===== config.mk =====
export PLATFORM = sky130hd
export DESIGN_NAME = decimal_amount_parser_top_flat
export DESIGN_NICKNAME = d
export VERILOG_FILES = /design/src/design/dap_pkg.sv /design/src/design/dap_if.sv /design/src/design/decimal_amount_parser_top.sv /design/src/design/dap_mul10.sv /design/src/design/dap_ctrl.sv /design/src/flat_wrapper.sv
export SDC_FILE = /design/constraint.sdc
export NUM_CORES = 1
export LEC_CHECK = 0
export BUFFER_PORTS_ARGS = -buffer_cell sky130_fd_sc_hd__buf_2
export CORE_MARGIN = 2
export CORE_UTILIZATION = 35
export DETAILED_ROUTE_END_ITERATION = 7
export GPL_TIMING_DRIVEN = 0
export PLACE_DENSITY = 0.59
export SLEW_MARGIN = 20
export SYNTH_ARGS = -nofsm -noshare
export SYNTH_HDL_FRONTEND = slang
export SYNTH_SLANG_ARGS = --single-unit

===== constraint.sdc =====
create_clock -name clk -period 4.45 [get_ports clk]
set_input_delay 0.89 -clock clk [delete_from_list [all_inputs] [get_ports clk]]
set_output_delay 0.89 -clock clk [all_outputs]
set_load 0.01 [all_outputs]

===== src/design/dap_pkg.sv =====
// ----------------------------------------------------------------------------
// dap_pkg
// shared types, constants and character codes of the decimal amount parser
// ----------------------------------------------------------------------------
package dap_pkg;

    localparam int VALUE_BITS = 256;
    localparam int MAX_DIGITS = 77;
    localparam int WORD_W     = 64;
    localparam int NUM_WORDS  = (VALUE_BITS + WORD_W - 1) / WORD_W;
    localparam int IDX_W      = 2;
    localparam int CNT_W      = 7;
    localparam int CHAR_W     = 8;
    localparam int CARRY_W    = 4;

    // width of the most significant word that is kept
    localparam int TOP_BITS = VALUE_BITS - (NUM_WORDS - 1) * WORD_W;
    localparam logic [WORD_W-1:0] TOP_MASK = {WORD_W{1'b1}} >> (WORD_W - TOP_BITS);
    localparam logic [IDX_W-1:0]  LAST_IDX = IDX_W'(NUM_WORDS - 1);

    localparam logic [CNT_W-1:0] FRAC_RESET = 7'd18;
    localparam logic [CNT_W-1:0] DIGIT_LIM  = CNT_W'(MAX_DIGITS);
    localparam logic [CNT_W-1:0] CNT_SAT    = {CNT_W{1'b1}};

    localparam logic [CHAR_W-1:0] CH_NUL   = 8'h00;
    localparam logic [CHAR_W-1:0] CH_TAB   = 8'h09;
    localparam logic [CHAR_W-1:0] CH_CR    = 8'h0D;
    localparam logic [CHAR_W-1:0] CH_SPACE = 8'h20;
    localparam logic [CHAR_W-1:0] CH_POINT = 8'h2E;
    localparam logic [CHAR_W-1:0] CH_ZERO  = 8'h30;
    localparam logic [CHAR_W-1:0] CH_NINE  = 8'h39;

    typedef enum logic [1:0] {
        PH_LEAD,
        PH_WHOLE,
        PH_FRAC,
        PH_TRAIL
    } phase_t;

    typedef enum logic [2:0] {
        ST_IDLE,
        ST_MUL,
        ST_FINISH,
        ST_WORDS,
        ST_ERROR
    } seq_state_t;

    // request from the character decoder to the sequencer
    typedef struct packed {
        logic               mul_req;
        logic [CARRY_W-1:0] digit;
    } ctrl_t;

    // end of string verdict
    typedef struct packed {
        logic bad;
        logic pad_needed;
    } verdict_t;

endpackage


===== src/design/dap_if.sv =====
// ----------------------------------------------------------------------------
// dap_if
// valid/ready channels for characters in and amount words out
// ----------------------------------------------------------------------------
interface dap_char_if;
    logic                      valid;
    logic                      ready;
    logic [dap_pkg::CHAR_W-1:0] char_code;
    logic                      has_char;
    logic                      end_of_string;

    modport source (output valid, output char_code, output has_char,
                    output end_of_string, input ready);
    modport sink   (input valid, input char_code, input has_char,
                    input end_of_string, output ready);
endinterface

interface dap_word_if;
    logic                       valid;
    logic                       ready;
    logic [dap_pkg::WORD_W-1:0] value_word;
    logic [1:0]                 word_index;
    logic                       parse_ok;
    logic                       last_word;

    modport source (output valid, output value_word, output word_index,
                    output parse_ok, output last_word, input ready);
    modport sink   (input valid, input value_word, input word_index,
                    input parse_ok, input last_word, output ready);
endinterface


===== src/design/decimal_amount_parser_top.sv =====
// ----------------------------------------------------------------------------
// decimal_amount_parser_top
// decimal amount string to 256-bit integer scaled by 10^fraction_digits
// ----------------------------------------------------------------------------
// a non-digit character is taken while idle; a digit is worked by the single
//   multiply-by-ten adder walking the accumulator words in turn
// end of string: a verdict, then one multiply-by-ten pass per missing
//   fraction place, then NUM_WORDS result words (one error word on reject)
// no new character is taken while a digit or the result words are in work
// reset: asynchronous active low, parser cleared, fraction_digits back to 18
// ----------------------------------------------------------------------------
module decimal_amount_parser_top
(
    input  logic                        clk,
    input  logic                        rst_n,
    dap_char_if.sink                    chars,
    dap_word_if.source                  amount,
    input  logic                        cfg_we,
    input  logic [dap_pkg::CNT_W-1:0]   cfg_wdata
);

    // sequencer state
    dap_pkg::seq_state_t              state_reg, state_next;
    logic [dap_pkg::IDX_W-1:0]        step_reg, step_next;
    logic [dap_pkg::CARRY_W-1:0]      carry_reg, carry_next;
    logic                             end_reg, end_next;
    logic [dap_pkg::CNT_W-1:0]        frac_digits_reg;

    // accumulator, held as a rotating line: word 0 is always the one in work
    logic [dap_pkg::WORD_W-1:0]       acc_reg  [dap_pkg::NUM_WORDS];
    logic [dap_pkg::WORD_W-1:0]       acc_next [dap_pkg::NUM_WORDS];

    // shared unit
    logic [dap_pkg::WORD_W-1:0]       mul_word;
    logic [dap_pkg::CARRY_W-1:0]      mul_carry;
    logic                             is_last;

    // decoder hookup
    logic                             in_accept;
    logic                             out_accept;
    logic                             take;
    logic                             pad_step;
    logic                             clear;
    dap_pkg::ctrl_t                   req;
    dap_pkg::verdict_t                verdict;

    assign is_last    = (step_reg == dap_pkg::LAST_IDX);
    assign chars.ready = (state_reg == dap_pkg::ST_IDLE);
    assign in_accept  = chars.valid && chars.ready;
    assign out_accept = amount.valid && amount.ready;

    dap_mul10 u_mul10
    (
        .word_in   (acc_reg[0]),
        .carry_in  (carry_reg),
        .is_top    (is_last),
        .word_out  (mul_word),
        .carry_out (mul_carry)
    );

    dap_ctrl u_ctrl
    (
        .clk             (clk),
        .rst_n           (rst_n),
        .take            (take),
        .char_code       (chars.char_code),
        .fraction_digits (frac_digits_reg),
        .pad_step        (pad_step),
        .clear           (clear),
        .req             (req),
        .verdict         (verdict)
    );

    // result word straight from the accumulator head
    assign amount.valid      = (state_reg == dap_pkg::ST_WORDS)
                            || (state_reg == dap_pkg::ST_ERROR);
    assign amount.value_word = (state_reg == dap_pkg::ST_WORDS) ? acc_reg[0] : '0;
    assign amount.word_index = (state_reg == dap_pkg::ST_WORDS) ? 2'(step_reg) : 2'd0;
    assign amount.parse_ok   = (state_reg == dap_pkg::ST_WORDS);
    assign amount.last_word  = (state_reg == dap_pkg::ST_ERROR) || is_last;

    always_comb
    begin
        state_next = state_reg;
        step_next  = step_reg;
        carry_next = carry_reg;
        end_next   = end_reg;
        acc_next   = acc_reg;
        take       = 1'b0;
        pad_step   = 1'b0;
        clear      = 1'b0;

        case (state_reg)
            dap_pkg::ST_IDLE:
            begin
                if (in_accept)
                begin
                    take     = chars.has_char;
                    end_next = chars.end_of_string;
                    if (req.mul_req)
                    begin
                        carry_next = req.digit;
                        step_next  = '0;
                        state_next = dap_pkg::ST_MUL;
                    end
                    else if (chars.end_of_string)
                        state_next = dap_pkg::ST_FINISH;
                end
            end
            dap_pkg::ST_MUL:
            begin
                // one word per cycle, carry ripples up through carry_reg
                for (int i = 0; i < dap_pkg::NUM_WORDS - 1; i++)
                    acc_next[i] = acc_reg[i+1];
                acc_next[dap_pkg::NUM_WORDS-1] = mul_word;
                carry_next = mul_carry;
                if (is_last)
                begin
                    step_next  = '0;
                    state_next = end_reg ? dap_pkg::ST_FINISH : dap_pkg::ST_IDLE;
                end
                else
                    step_next = step_reg + 1'b1;
            end
            dap_pkg::ST_FINISH:
            begin
                step_next = '0;
                if (verdict.bad)
                    state_next = dap_pkg::ST_ERROR;
                else if (verdict.pad_needed)
                begin
                    // fill a missing fraction place with a zero digit
                    pad_step   = 1'b1;
                    carry_next = '0;
                    state_next = dap_pkg::ST_MUL;
                end
                else
                    state_next = dap_pkg::ST_WORDS;
            end
            dap_pkg::ST_WORDS:
            begin
                if (out_accept)
                begin
                    // rotating zeros in leaves the accumulator cleared
                    for (int i = 0; i < dap_pkg::NUM_WORDS - 1; i++)
                        acc_next[i] = acc_reg[i+1];
                    acc_next[dap_pkg::NUM_WORDS-1] = '0;
                    if (is_last)
                    begin
                        clear      = 1'b1;
                        end_next   = 1'b0;
                        step_next  = '0;
                        state_next = dap_pkg::ST_IDLE;
                    end
                    else
                        step_next = step_reg + 1'b1;
                end
            end
            dap_pkg::ST_ERROR:
            begin
                if (out_accept)
                begin
                    for (int i = 0; i < dap_pkg::NUM_WORDS; i++)
                        acc_next[i] = '0;
                    clear      = 1'b1;
                    end_next   = 1'b0;
                    state_next = dap_pkg::ST_IDLE;
                end
            end
            default:
            begin
                state_next = dap_pkg::ST_IDLE;
            end
        endcase
    end

    always_ff @(posedge clk or negedge rst_n)
    begin
        if (!rst_n)
        begin
            state_reg       <= dap_pkg::ST_IDLE;
            step_reg        <= '0;
            carry_reg       <= '0;
            end_reg         <= 1'b0;
            frac_digits_reg <= dap_pkg::FRAC_RESET;
            for (int i = 0; i < dap_pkg::NUM_WORDS; i++)
                acc_reg[i] <= '0;
        end
        else
        begin
            state_reg <= state_next;
            step_reg  <= step_next;
            carry_reg <= carry_next;
            end_reg   <= end_next;
            acc_reg   <= acc_next;
            if (cfg_we)
                frac_digits_reg <= cfg_wdata;
        end
    end

endmodule


===== src/design/dap_mul10.sv =====
// ----------------------------------------------------------------------------
// dap_mul10
// shared multiply-by-ten-and-add step on one accumulator word
// ----------------------------------------------------------------------------
module dap_mul10
(
    input  logic [dap_pkg::WORD_W-1:0]  word_in,
    input  logic [dap_pkg::CARRY_W-1:0] carry_in,
    input  logic                        is_top,
    output logic [dap_pkg::WORD_W-1:0]  word_out,
    output logic [dap_pkg::CARRY_W-1:0] carry_out
);

    logic [dap_pkg::WORD_W+dap_pkg::CARRY_W-1:0] wide;
    logic [dap_pkg::WORD_W+dap_pkg::CARRY_W-1:0] sum;

    assign wide = {{dap_pkg::CARRY_W{1'b0}}, word_in};

    // 10*w = 8*w + 2*w, carry is at most nine
    assign sum = (wide << 3) + (wide << 1)
               + {{dap_pkg::WORD_W{1'b0}}, carry_in};

    assign word_out  = is_top ? (sum[dap_pkg::WORD_W-1:0] & dap_pkg::TOP_MASK)
                              : sum[dap_pkg::WORD_W-1:0];
    assign carry_out = sum[dap_pkg::WORD_W+dap_pkg::CARRY_W-1:dap_pkg::WORD_W];

endmodule


===== src/design/dap_ctrl.sv =====
// ----------------------------------------------------------------------------
// dap_ctrl
// character decoder: parse phase, error flag and digit counters
// ----------------------------------------------------------------------------
module dap_ctrl
(
    input  logic                       clk,
    input  logic                       rst_n,
    input  logic                       take,
    input  logic [dap_pkg::CHAR_W-1:0] char_code,
    input  logic [dap_pkg::CNT_W-1:0]  fraction_digits,
    input  logic                       pad_step,
    input  logic                       clear,
    output dap_pkg::ctrl_t             req,
    output dap_pkg::verdict_t          verdict
);

    dap_pkg::phase_t            phase_reg, phase_next;
    logic                       failed_reg, failed_next;
    logic                       saw_reg, saw_next;
    logic [dap_pkg::CNT_W-1:0]  whole_reg, whole_next;
    logic [dap_pkg::CNT_W-1:0]  frac_reg, frac_next;
    logic [dap_pkg::CNT_W-1:0]  limit;
    logic                       is_digit;
    logic                       is_point;
    logic                       is_space;

    always_comb
    begin
        is_digit = char_code inside {[dap_pkg::CH_ZERO:dap_pkg::CH_NINE]};
        is_point = (char_code == dap_pkg::CH_POINT);
        is_space = (char_code == dap_pkg::CH_SPACE)
                || (char_code inside {[dap_pkg::CH_TAB:dap_pkg::CH_CR]});
    end

    always_comb
    begin
        phase_next  = phase_reg;
        failed_next = failed_reg;
        saw_next    = saw_reg;
        whole_next  = whole_reg;
        frac_next   = frac_reg;
        req.mul_req = 1'b0;
        req.digit   = dap_pkg::CARRY_W'(char_code - dap_pkg::CH_ZERO);

        if (clear)
        begin
            phase_next  = dap_pkg::PH_LEAD;
            failed_next = 1'b0;
            saw_next    = 1'b0;
            whole_next  = '0;
            frac_next   = '0;
        end
        else if (pad_step)
        begin
            frac_next = frac_reg + 1'b1;
        end
        else if (take && !failed_reg)
        begin
            if (char_code == dap_pkg::CH_NUL)
            begin
                failed_next = 1'b1;
            end
            else
            begin
                case (phase_reg)
                    dap_pkg::PH_LEAD, dap_pkg::PH_WHOLE:
                    begin
                        if (is_space)
                        begin
                            if (phase_reg == dap_pkg::PH_WHOLE)
                                phase_next = dap_pkg::PH_TRAIL;
                        end
                        else if (is_digit)
                        begin
                            phase_next  = dap_pkg::PH_WHOLE;
                            saw_next    = 1'b1;
                            req.mul_req = 1'b1;
                            if (whole_reg != dap_pkg::CNT_SAT)
                                whole_next = whole_reg + 1'b1;
                        end
                        else if (is_point)
                        begin
                            phase_next = dap_pkg::PH_FRAC;
                            saw_next   = 1'b1;
                        end
                        else
                        begin
                            failed_next = 1'b1;
                        end
                    end
                    dap_pkg::PH_FRAC:
                    begin
                        if (is_space)
                            phase_next = dap_pkg::PH_TRAIL;
                        else if (is_digit && (frac_reg < fraction_digits))
                        begin
                            req.mul_req = 1'b1;
                            frac_next   = frac_reg + 1'b1;
                        end
                        else
                            failed_next = 1'b1;
                    end
                    default:
                    begin
                        if (!is_space)
                            failed_next = 1'b1;
                    end
                endcase
            end
        end
    end

    // whole digit budget left over by the fraction places
    assign limit = (fraction_digits >= dap_pkg::DIGIT_LIM) ? '0
                 : dap_pkg::DIGIT_LIM - fraction_digits;

    assign verdict.bad        = failed_reg || !saw_reg || (whole_reg > limit);
    assign verdict.pad_needed = frac_reg < fraction_digits;

    always_ff @(posedge clk or negedge rst_n)
    begin
        if (!rst_n)
        begin
            phase_reg  <= dap_pkg::PH_LEAD;
            failed_reg <= 1'b0;
            saw_reg    <= 1'b0;
            whole_reg  <= '0;
            frac_reg   <= '0;
        end
        else
        begin
            phase_reg  <= phase_next;
            failed_reg <= failed_next;
            saw_reg    <= saw_next;
            whole_reg  <= whole_next;
            frac_reg   <= frac_next;
        end
    end

endmodule


===== src/flat_wrapper.sv =====
// flat-port wrapper written by rule: the top's interface ports become plain ports
module decimal_amount_parser_top_flat 
  (clk, rst_n, cfg_we, cfg_wdata, chars_valid, chars_char_code, chars_has_char, chars_end_of_string, chars_ready, amount_valid, amount_value_word, amount_word_index, amount_parse_ok, amount_last_word, amount_ready);
  dap_char_if chars_i ();
  dap_word_if amount_i ();
  input  logic clk;
  input  logic rst_n;
  input  logic cfg_we;
  input  logic [dap_pkg::CNT_W-1:0] cfg_wdata;
  input wire logic [$bits(chars_i.valid)-1:0] chars_valid;
  input wire logic [$bits(chars_i.char_code)-1:0] chars_char_code;
  input wire logic [$bits(chars_i.has_char)-1:0] chars_has_char;
  input wire logic [$bits(chars_i.end_of_string)-1:0] chars_end_of_string;
  output wire logic [$bits(chars_i.ready)-1:0] chars_ready;
  output wire logic [$bits(amount_i.valid)-1:0] amount_valid;
  output wire logic [$bits(amount_i.value_word)-1:0] amount_value_word;
  output wire logic [$bits(amount_i.word_index)-1:0] amount_word_index;
  output wire logic [$bits(amount_i.parse_ok)-1:0] amount_parse_ok;
  output wire logic [$bits(amount_i.last_word)-1:0] amount_last_word;
  input wire logic [$bits(amount_i.ready)-1:0] amount_ready;
  assign chars_i.valid = chars_valid;
  assign chars_i.char_code = chars_char_code;
  assign chars_i.has_char = chars_has_char;
  assign chars_i.end_of_string = chars_end_of_string;
  assign chars_ready = chars_i.ready;
  assign amount_valid = amount_i.valid;
  assign amount_value_word = amount_i.value_word;
  assign amount_word_index = amount_i.word_index;
  assign amount_parse_ok = amount_i.parse_ok;
  assign amount_last_word = amount_i.last_word;
  assign amount_i.ready = amount_ready;
  decimal_amount_parser_top u_core (.clk(clk), .rst_n(rst_n), .chars(chars_i), .amount(amount_i), .cfg_we(cfg_we), .cfg_wdata(cfg_wdata));
endmodule

==> results of run 1 <==
## through the flow
step                TNS (ps)   util  total power, mW  hold slack, ps  worst slack, ps
global route               0  0.405             13.5             319             64.5
finish                     0  0.405             12.4             278              197
CTS                        0  0.405             12.6             290              107
floorplan                  0      -             7.65             443              892
global placement     -892410  0.378             9.34             461            -3060
detailed placement    -14950  0.380             9.49             466             -334
## layout make-up
| cell class | count | area [um2] |
|---|---|---|
| Clock inverter | 13 | 144 |
| Fill cell | 4906 | 28900 |
| Antenna cell | 1 | 2.50 |
| Sequential cell | 291 | 7280 |
| Tap cell | 622 | 778 |
| Clock buffer | 51 | 1080 |
| Inverter | 36 | 135 |
| Timing Repair Buffer | 94 | 548 |
| Buffer | 118 | 462 |
| Multi-Input combinational cell | 1545 | 9240 |
## cell usage in the layout (no fill, tap or decap), drive strengths merged, types with 3 or more instances in the layout
master   netlist  layout
a2111oi        5       5
a211o          3       3
a211oi         7       7
a21boi         4       4
a21o          55      55
a21oi         88      88
a221o          4       4
a221oi         8       8
a22o          11      11
a31o           4       4
a31oi         14      14
and2          76      76
and3          13      13
and4           3       3
buf            6     100
clkbuf       113     162
clkinv         0      10
dfrtp        289     289
ha           145     145
inv           36      36
mux2i          9       9
nand2        518     518
nand2b        10      10
nand3         29      29
nand4         21      21
nor2          50      50
nor2b          7       7
nor3          20      20
o211ai         8       8
o21a           6       6
o21ai        296     296
o21bai        16      16
o31a           3       3
o31ai          9       9
or3            3       3
xnor2         41      41
xor2          31      31
## worst paths after layout
path,start,end,cells past startpoint
worst min-delay path,rst_n,u_core.acc_reg[223],1
worst max register to register,u_core.acc_reg[194],u_core.carry_reg[3],12
worst min register to register,u_core.acc_reg[128],u_core.acc_reg[128],2
worst max-delay path,u_core.state_reg[0],amount_value_word[44],7
min in group clk,u_core.acc_reg[128],u_core.acc_reg[128],2
max in group asynchronous,rst_n,u_core.frac_digits_reg[4],3
## metal layers
metal | vias to the layer above | wire length (um) | GRT usage
li1 | 7134 | - | -
met1 | 6954 | 23200 | 0.274
met2 | 243 | 22000 | 0.313
met3 | 56 | 1870 | 0.0254
met4 | 2 | 889 | 0.0534
met5 | - | 8 | 0
## report_power, final
part / switching (mW) / leakage, nW / internal (mW)
registers: 0.786 / 3.97 / 3.61
logic: 3.47 / 4.99 / 1.58
clock network: 1.18 / 0.603 / 1.81
## kinds of logic (layout without fill, tap and decap cells)
group,count (synthesis),count (layout),share of synthesized area
fa+ha+maj,147,147,0.108
flops,291,291,0.426
compound gates,555,555,0.195
xor+xnor,72,72,0.0369
mux,11,11,0.00658
other cells,0,1,0
buf+inv,155,312,0.0346
simple gates,760,760,0.192
==> results_dict.tcl, run 1 <==
set metrics [dict create \
    first_pass_iters 5 \
    synthesis.nets 2160 \
    startpoint_type "flip-flop" \
    r2r_slack_ps 280 \
    clk_path_buf_depth 3 \
    crit_chain "clkbuf_1 -> nand2_1 -> nor2_1 -> clkbuf_2 -> clkbuf_1 -> and2_1 -> buf_2" \
    largest_reg_flops 256 \
    grt_pass1_wl_mm 78.4 \
    ys.flop_type "dfrtp_1" \
    cts_hold_buffers 0 \
    synthCells 1991 \
    yosysWarnings 0 \
    cp-end-kind "output pin" \
    async_flop_share 1.00 \
    tritoncts "yes" \
    outcome "completed" \
    rows 81 \
    min_path_type "input pin to asynchronous set/reset pin" \
    yosysSeqAreaShare 0.426 \
    fin_crit_sh 0.956 \
    setup_viol 0 \
    syn_area_um2 17100 \
    clk-insertion-delay-late_ps 550 \
    die_x_um 225 \
    grt_max_degree 89 \
    vias_per_cell 5.19 \
    clock_sinks 291 \
    synth_common_cells "518 x nand2_1, 290 x o21ai_0, 289 x dfrtp_1" \
    cp_num_buf_inv 4 \
    yosysMostFrequentCell "nand2_1" \
    cts.reportedPaths.clkPinSlew_ps 50 \
    vias 14400 \
    cap_violations 0 \
    die_area_um2 50700 \
    avgSynthCellArea_um2 8.59 \
    placed_cell_area_um2 18400 \
    ys_ff_latch 291 \
    synth_top_area_frac 0.423 \
    instances_no_fill 2771 \
    routabilityCongestion 0.885 \
    rsz0062_at_grt "no" \
    core_um2 48500 \
    ir_drop_v 0.000292 \
    crit_fanout 10 \
    ctsResizeCount 2 \
    period_needed_ps 4250 \
    cp.required_ps 3560 \
    port_buffers 91 \
    start_util 0.352 \
    cts_root_buffer "clkbuf_16" \
    fin_nets 2291 \
    drive_gt1_frac 0.0852 \
    antenna_left 0 \
    tightest_slew_ps 1140 \
    pin_count 92 \
    cp.arrival_ps 3360 \
    cts_setup_buffers 0 \
    syn_to_final_growth_pct 15.0 \
    max_slew_margin 0.240 \
    synth_area_leaders "dfrtp_1 42%, nand2_1 11%, ha_1 11%, o21ai_0 8.5%, and2_1 2.8%" \
    first_global_vias 14300 \
    critical_path_class "flip-flop to output pin" \
    slowest_delay_ps 640 \
    critPathTopFamily "buffers and inverters" \
    synth-edff-count 0 \
    synth_cell_type_count 71 \
    dp_hpwl_mm 36.4 \
    cpMostUsedCell "clkbuf_1" \
    max_freq_ghz 0.235 \
    avgRoutedWirePerCell_um 17.3 \
    drc_errors 0 \
    htreeDepth 2 \
    synth_top_area_cell "dfrtp_1" \
    numCtsBuffers 36 \
    fp.dieH_um 225 \
    routed_wirelength_mm 48.0 \
    drtIter0Drc 887 \
    gr-total-overflow 0 \
    power_density_nw_per_um2 633 \
    track_usage 0.194 \
    hold_violations 0 \
    dpl.cell_count 2707 \
    antenna_found_initial 4 \
    slew_viol_final 0 \
    slowest_stage "nor2_1" \
    final_area_um2 19700 \
    leakage_nw 9.56 \
    skew_ps 22.8 \
]
Note: power is estimated with default switching activity, not from simulation.
==> inputs of run 2 (changes only) <==
clock period = 3.97 ns   (was 4.45 ns; I/O delays follow)
==> results_dict.tcl, run 2 (same netlist as run 1, synthesis figures left out) <==
set metrics [dict create \
    outcome "completed" \
    max_freq_ghz 0.258 \
    fp.dieH_um 225 \
    instances_no_fill 2789 \
    rsz0062_at_grt "yes" \
    drc_errors 0 \
    cts_hold_buffers 0 \
    vias_per_cell 5.22 \
    gr-total-overflow 0 \
    drtIter0Drc 928 \
    startpoint_type "flip-flop" \
    timing.rr.end "u_core.acc_reg[61]" \
    port_buffers 91 \
    cp-end-kind "flip-flop" \
    die_area_um2 50700 \
    htreeDepth 2 \
    ir_drop_v 0.000326 \
    layout_commonest_cell "nand2_1" \
    cp.arrival_ps 4290 \
    dpl.cell_count 2707 \
    antenna_found_initial 4 \
    dp_hpwl_mm 36.4 \
    final_util 0.411 \
    leakage_nw 9.67 \
    vias 14600 \
    critical_path_class "flip-flop to flip-flop" \
    p_comb_frac 0.409 \
    switching_share 0.438 \
    antenna_left 0 \
    first_global_vias 14300 \
    die_x_um 225 \
    power_density_nw_per_um2 703 \
    cts_root_buffer "clkbuf_16" \
    avgRoutedWirePerCell_um 17.5 \
    slew_viol_final 0 \
    hold_violations 0 \
    routabilityCongestion 0.885 \
    cap_violations 0 \
    fin_nets 2310 \
    cts.reportedPaths.clkPinSlew_ps 60 \
    netSwitchingPower_mw 6.15 \
    p_seq_frac 0.351 \
    p_int_mw 7.88 \
    track_usage 0.195 \
    cp.required_ps 4380 \
    core_um2 48500 \
    p_clk_frac 0.239 \
    antennaDiodeCount 0 \
    fin_crit_sh 0.977 \
    drive_gt1_frac 0.102 \
    clock_sinks 291 \
    grt_max_degree 89 \
    r2r-start "u_core.acc_reg[194]" \
    finalPower_mw 14.0 \
    grt_pass1_wl_mm 78.5 \
    clk-insertion-delay-late_ps 560 \
    tightest_slew_ps 1160 \
    first_pass_iters 5 \
    final_cell_mix "518 x nand2_1, 289 x o21ai_0, 287 x dfrtp_1" \
    period_needed_ps 3880 \
    crit_fanout 4 \
    clk_path_buf_depth 3 \
    tritoncts "yes" \
    setup_viol 0 \
    skew_ps 23.1 \
    pin_count 92 \
    numCtsBuffers 36 \
    syn_to_final_growth_pct 16.6 \
    min_path_type "input pin to asynchronous set/reset pin" \
    cp-startpoint "u_core.acc_reg[194]" \
    rows 81 \
    r2r_slack_ps 90 \
    largest_reg_flops 256 \
    start_util 0.352 \
    reg2reg_depth 13 \
    max_slew_margin 0.227 \
    routed_wirelength_mm 48.7 \
]
==> run 2: cell count changes in the layout (fill, tap and decap cells not counted), sizes merged <==
cell	delta
buf	+20
clkdlybuf4s15	-1
diode	-1
==> run 2: how the worst max path moves through the flow <==
stage                     endpoint  slack, ps  depth (start not counted)
3_5_place_dp     u_core.acc_reg[4]       -720                         10
5_1_grt        u_core.carry_reg[0]       -150                         12
6_report        u_core.acc_reg[61]         90                         13
3_3_place_gp   u_core.acc_reg[248]      -3440                          1
4_1_cts          u_core.acc_reg[4]          7                         11
2_1_floorplan   u_core.acc_reg[58]        410                         13
==> run 2: cell type report <==
cell class | instances | area [um2]
Clock inverter | 13 | 144
Buffer | 118 | 462
Sequential cell | 291 | 7290
Multi-Input combinational cell | 1545 | 9380
Fill cell | 4886 | 28600
Inverter | 36 | 135
Timing Repair Buffer | 113 | 691
Tap cell | 622 | 778
Clock buffer | 51 | 1080
==> run 2: routing by layer <==
layer / track usage / up-vias / wire, um
met5: 0 / - / 8
met1: 0.274 / 7011 / 23100
met2: 0.307 / 305 / 22000
li1: - / 7173 / -
met4: 0.0684 / 2 / 1370
met3: 0.0275 / 69 / 2180
==> run 2: worst max-delay path, cell delays in order (launching register included) <==
cell      delay (ps)
dfrtp_2          460
fa_1             500
ha_1             350
a211oi_2         250
o211ai_1         200
a221oi_4         310
buf_4            170
o211ai_4         110
o31a_1           420
a31o_4           290
a31o_1           230
a31oi_2          190
xor2_1           180
o21ai_1           70
==> run 2: per-stage QoR <==
step                setup WS [ps]  cell area (um2)  setup TNS (ps)  hold WS, ps
detailed placement           -718            18400          -45160          466
CTS                          7.12            19700               0          194
finish                       89.5            20000               0          181
floorplan                     412            17100               0          443
global placement            -3440            18300        -1034160          461
global route                 -147            20000            -360          224
==> run 2: power by group through the flow <==
stage | Combinational (mW) | Clock (mW) | Sequential (mW)
2_1_floorplan | 3.96 | 0 | 4.61
3_3_place_gp | 5.52 | 0 | 4.95
3_5_place_dp | 5.66 | 0 | 4.98
4_1_cts | 5.71 | 3.44 | 4.93
5_1_grt | 6.56 | 3.56 | 5.07
6_report | 5.74 | 3.36 | 4.93
==> run 2: repair_timing <==
action | CTS | global route
pin swaps | 6 | 16
buffers inserted | 4 | 15
setup endpoints to repair | 123 | 91
gates resized for setup | 15 | 27
